===== src/sv/windowed_difference_velocity_core_defines.svh =====
// Assertion macros for the windowed difference velocity core.
`ifndef WINDOWED_DIFFERENCE_VELOCITY_CORE_DEFINES_SVH
`define WINDOWED_DIFFERENCE_VELOCITY_CORE_DEFINES_SVH
`ifndef SYNTHESIS
`define WDV_ASSERT(label, clk, rst_n, prop, msg) \
    label: assert property (@(posedge clk) disable iff (!rst_n) prop) else $error(msg);
`define WDV_ASSERT_ALWAYS(label, clk, prop, msg) \
    label: assert property (@(posedge clk) prop) else $error(msg);
`else
`define WDV_ASSERT(label, clk, rst_n, prop, msg)
`define WDV_ASSERT_ALWAYS(label, clk, prop, msg)
`endif
`endif


===== src/sv/wdv_pkg.sv =====
// ---------------------------------------------------------------------------
// wdv_pkg
// Shared types and constants of the windowed difference velocity core.
// ---------------------------------------------------------------------------
package wdv_pkg;

    localparam int HISTORY_DEPTH = 64;
    localparam int IDX_W = $clog2(HISTORY_DEPTH);
    localparam int CNT_W = $clog2(HISTORY_DEPTH + 1);
    localparam int TIME_W = 48;
    localparam int Q_W = 32;

    localparam logic [23:0] WINDOW_RESET = 24'd100000;
    localparam logic [6:0] LIMIT_RESET = 7'd50;
    localparam logic [TIME_W-1:0] DT_MIN_US = 48'd1000;
    localparam logic [19:0] US_PER_S = 20'd1000000;

    localparam logic REG_WINDOW = 1'b0;
    localparam logic REG_LIMIT = 1'b1;

    typedef enum logic [1:0] {
        SRC_SUPPLIED = 2'd0,
        SRC_DIFF = 2'd1,
        SRC_FEW = 2'd2,
        SRC_SMALL_DT = 2'd3
    } src_t;

    // Item queued from the front part to the back part.
    typedef struct packed {
        logic [TIME_W-1:0] t;
        logic signed [Q_W-1:0] px;
        logic signed [Q_W-1:0] py;
        logic signed [Q_W-1:0] pz;
        logic vv;
        logic signed [Q_W-1:0] vx;
        logic signed [Q_W-1:0] vy;
        logic signed [Q_W-1:0] vz;
    } item_t;

    typedef struct packed {
        logic signed [Q_W-1:0] px;
        logic signed [Q_W-1:0] py;
        logic signed [Q_W-1:0] pz;
        logic signed [Q_W-1:0] vx;
        logic signed [Q_W-1:0] vy;
        logic signed [Q_W-1:0] vz;
        src_t src;
        logic sat;
    } result_t;

    typedef enum logic [3:0] {
        ST_IDLE,
        ST_PUSH,
        ST_SCAN_RD,
        ST_SCAN_CHK,
        ST_PICK_RD,
        ST_PICK_WAIT,
        ST_MUL,
        ST_DIV,
        ST_SAT,
        ST_OUT
    } state_t;

endpackage


===== src/sv/wdv_queue.sv =====
// ---------------------------------------------------------------------------
// wdv_queue
// Two-entry queue between the accepting front part and the compute back part.
// ---------------------------------------------------------------------------
module wdv_queue
    import wdv_pkg::*;
(
    input  logic  clk,
    input  logic  rst_n,
    input  logic  in_valid,
    output logic  in_ready,
    input  item_t in_item,
    output logic  out_valid,
    input  logic  out_ready,
    output item_t out_item
);

    item_t mem_reg [2];
    logic wr_ptr_reg, rd_ptr_reg;
    logic [1:0] count_reg;
    logic do_wr, do_rd;

    assign in_ready = (count_reg != 2'd2);
    assign out_valid = (count_reg != 2'd0);
    assign out_item = mem_reg[rd_ptr_reg];
    assign do_wr = in_valid && in_ready;
    assign do_rd = out_valid && out_ready;

    always_ff @(posedge clk)
    begin
        if (do_wr)
        begin
            mem_reg[wr_ptr_reg] <= in_item;
        end
    end

    always_ff @(posedge clk or negedge rst_n)
    begin
        if (!rst_n)
        begin
            wr_ptr_reg <= 1'b0;
            rd_ptr_reg <= 1'b0;
            count_reg <= 2'd0;
        end
        else
        begin
            if (do_wr)
            begin
                wr_ptr_reg <= ~wr_ptr_reg;
            end
            if (do_rd)
            begin
                rd_ptr_reg <= ~rd_ptr_reg;
            end
            count_reg <= count_reg + {1'b0, do_wr} - {1'b0, do_rd};
        end
    end

endmodule


===== config.mk =====
export PLATFORM = sky130hd
export DESIGN_NAME = wdv_queue
export DESIGN_NICKNAME = d
export VERILOG_FILES = /design/src/sv/windowed_difference_velocity_core_defines.svh /design/src/sv/wdv_pkg.sv /design/src/sv/wdv_queue.sv
export SDC_FILE = /design/constraint.sdc
export NUM_CORES = 1
export LEC_CHECK = 0
export ABC_AREA = 1
export BUFFER_PORTS_ARGS = -buffer_cell sky130_fd_sc_hd__buf_2
export CORE_AREA = 2 2 192 194
export DETAILED_ROUTE_END_ITERATION = 16
export DIE_AREA = 0 0 194 196
export HOLD_SLACK_MARGIN = 0.12
export PLACE_DENSITY = 0.76
export SLEW_MARGIN = 10
export SYNTH_ARGS = -nofsm -noshare
export SYNTH_HDL_FRONTEND = slang
export SYNTH_SLANG_ARGS = --single-unit

===== constraint.sdc =====
create_clock -name clk -period 35.7 [get_ports clk]
set_input_delay 7.14 -clock clk [delete_from_list [all_inputs] [get_ports clk]]
set_output_delay 7.14 -clock clk [all_outputs]
set_load 0.01 [all_outputs]

==> impl_table.tex <==
\begin{tabular}{lr}
\hline
Metric & Value \\
\hline
\multicolumn{2}{l}{\textbf{STA}} \\
Setup Viol. Count Final & 0 \\
Final period util & 29.46\% \\
Max-slew violation total from the final report & 0 \\
Achievable clock frequency & 95.07 MHz \\
Final min period & 10.52 ns \\
Worst-Margin Slew & 1.051 ns \\
Setup TNS after final layout & 0 ns \\
Final Hold Vio Count & 0 \\
Setup repair after global routing missed its margin & false \\
Tightest slew margin relative to the limit & 29.96\% \\
Worst clock skew & 0.01391 ns \\
\multicolumn{2}{l}{\textbf{Power and ir drop}} \\
Total power density per cell area & 84.68 mW/mm² \\
VDD IR-drop max & 0.08924 mV \\
P\_leak & 9.497 nW \\
\multicolumn{2}{l}{\textbf{Clock network}} \\
Number of sinks handled by clock tree synthesis & 486 \\
Number of hold-repair buffers added at the cts stage & 0 \\
Number of clock buffers inserted by TritonCTS & 48 \\
Clock input transition at the sequential cells of the worst setup and hold paths & 0.05 ns \\
Buffer cell driving the clock tree root & clkbuf\_16 \\
Clock latency on the worst-skew pair & 0.56 ns \\
Clock tree from TritonCTS & built \\
Gates resized, CTS repair & 0 \\
Setup fix buffers added after clock tree synthesis & 0 \\
H-tree depth & 2 \\
Max clock buf depth & 3 \\
\multicolumn{2}{l}{\textbf{Yosys}} \\
Number of distinct standard cells referenced by the synthesized netlist & 12 \\
Net count of the mapped netlist & 1537 \\
Share of the yosys chip area belonging to registers & 82.14\% \\
Dominant combinational cell family by area after synthesis & simple AND/OR/NAND/NOR gates \\
Area share of and/or/nand/nor cells after synthesis & 15.68\% \\
Xor and xnor area share after synthesis & 0\% \\
Share of the synthesized area in compound gates (AO/OA/AOI/OAI) & 0\% \\
Number of instances in the synthesized netlist & 1290 \\
Multiplexer fraction of the synthesized cell area & 0\% \\
Register bit count reported by yosys & 486 \\
Synthesized area per cell & 13.75 µm² \\
Warnings, synthesis & 0 \\
Cell area after synthesis & 0.01774 mm² \\
Synth Area in Adders & 0.1410\% \\
\multicolumn{2}{l}{\textbf{Floorplan}} \\
Vertical die dimension & 196 µm \\
Area of the core & 0.03608 mm² \\
Die width & 194 µm \\
Die Outline Area & 0.03802 mm² \\
Starting density of the core & 49.17\% \\
Number of core rows & 70 \\
Boundary Pins & 488 \\
\multicolumn{2}{l}{\textbf{Route}} \\
Detailed router's first-iteration violation count & 714 \\
DRC Markers & 0 \\
Final WL & 39840 µm \\
Via Count & 11310 \\
Number of nets still failing antenna checks after routing & 0 \\
Count of TritonRoute iterations in the first routing pass & 5 \\
Detail-routed via count per cell & 4.936 \\
Average wire length per cell after detail routing & 17.38 µm \\
\multicolumn{2}{l}{\textbf{Run status}} \\
Result of the run & finished, final reports clean \\
\multicolumn{2}{l}{\textbf{Worst hold path}} \\
Classification of the worst-slack hold path & register to register \\
\multicolumn{2}{l}{\textbf{Final layout}} \\
Most used cells in the layout excluding fill and tap cells & nand2\_1 (736), buf\_2 (487), edfxtp\_1 (482), clkbuf\_16 (49), clkbuf\_1 (11) \\
Net count of the finished layout & 2030 \\
Filler instances & 2750 \\
Layout overhead on the synthesized area & 24.24\% \\
Commonest non-fill, non-tap cell in the layout & nand2\_1 \\
Layout cell share with drive strength beyond 1 & 30.91\% \\
Flip-flop count of the largest register after layout & 482 \\
Non-filler instance count after layout & 2292 \\
\multicolumn{2}{l}{\textbf{Worst setup path}} \\
Req. time, crit path & 28.56 ns \\
Sort of element at the end of the critical path & output pin \\
CP Launch Type & register \\
CP Max Fanout & 162 \\
Setup CP Type & register to output pin \\
Critical path data arrival time & 3.38 ns \\
\multicolumn{2}{l}{\textbf{Global route}} \\
Number of antenna violations at the first check in global routing & 11 \\
Leftover overflow at the end of global routing & 0 \\
Total global routing track utilization & 20.57\% \\
Maximum number of pins on one net before global-route repair & 163 \\
Via count of the first global-routing pass & 11290 \\
Wire length of the first global-routing pass & 60150 µm \\
\multicolumn{2}{l}{\textbf{Job}} \\
Max cap viols & 0 \\
\multicolumn{2}{l}{\textbf{Placement}} \\
Number of input and output port buffers inserted & 487 \\
Total half-perimeter wirelength after legalization and detailed placement & 26040 µm \\
Dpl cells & 2201 \\
Final weighted congestion of routability-driven global placement & 0.8103 \\
\hline
\end{tabular}
-- per-stage QoR --
stage | power [mW] | util [%] | cell area [µm²] | worst slack (ns) | hold WS, ns
floorplan | 1.199 | - | 17740 | 17.64 | 0.4419
global placement | 1.390 | 56.90 | 20530 | 25.50 | 0.4863
detailed placement | 1.403 | 56.90 | 20530 | 25.48 | 0.5013
CTS | 1.887 | 61.03 | 22020 | 25.09 | 0.5137
global route | 1.970 | 61.07 | 22040 | 24.89 | 0.5350
finish | 1.867 | 61.09 | 22040 | 25.18 | 0.5116
-- power breakdown --
| group | internal, mW | switching, mW |
|---|---|---|
| logic | 0.175 | 0.393 |
| registers | 0.779 | 0.0386 |
| clock network | 0.285 | 0.196 |
-- Yosys cell counts --
cell type / instances / area share [%]
dfrtp_1: 4 / 0.56
clkbuf_1: 3 / 0.063
buf_6: 2 / 0.13
nand2_1: 736 / 16
edfxtp_1: 482 / 82
inv_1: 8 / 0.17
nor2_1: 1 / 0.021
buf_2: 27 / 0.76
buf_4: 21 / 0.89
nand3_1: 3 / 0.085
ha_1: 2 / 0.14
inv_4: 1 / 0.035
-- cell type report --
class	instances	area (µm²)	area share (%)
repair buffers	496	2505	11.36
clock inverters	22	222.7	1.010
well taps	468	585.6	2.656
multi-input cells	742	2814	12.77
flip-flops and latches	486	14580	66.13
inverters	9	48.80	0.2214
clock buffers	60	1267	5.750
diodes	9	22.52	0.1022
-- critical path: stages, from the launching register on --
cell	delay, ns
dfrtp_4	0.76
inv_8	0.74
buf_4	0.79
nand2_1	0.14
nand2_1	0.13
buf_2	0.14
-- cell families (layout without fill, tap and decap cells) --
family / after synthesis / in the layout
adder cells (fa/ha/maj): 2 / 2
buffers and inverters: 62 / 587
flip-flops: 486 / 486
other: 0 / 9
AND/OR/NAND/NOR: 740 / 740
-- path summary, 6_finish.rpt --
path                               from              end  depth (start not counted)  slack (ns)
max reg2reg                count_reg[1]  mem_reg[0][145]                          5       32.14
min                        count_reg[0]     count_reg[0]                          1        0.51
min reg2reg                count_reg[0]     count_reg[0]                          1        0.51
max                          rd_ptr_reg    out_item[145]                          5       25.18
max in group asynchronous         rst_n       rd_ptr_reg                          1       29.15
min in group asynchronous         rst_n       wr_ptr_reg                          1        6.39
-- layer usage --
metal | global-route usage, % | vias up | share of wire [%]
met1 | 23.58 | 5333 | 36
met5 | 0 | - | 0.11
met3 | 6.722 | 112 | 9.7
met4 | 9.624 | 6 | 3.9
li1 | - | 5353 | -
met2 | 35.15 | 509 | 51
Note: power is estimated with default switching activity, not from simulation.
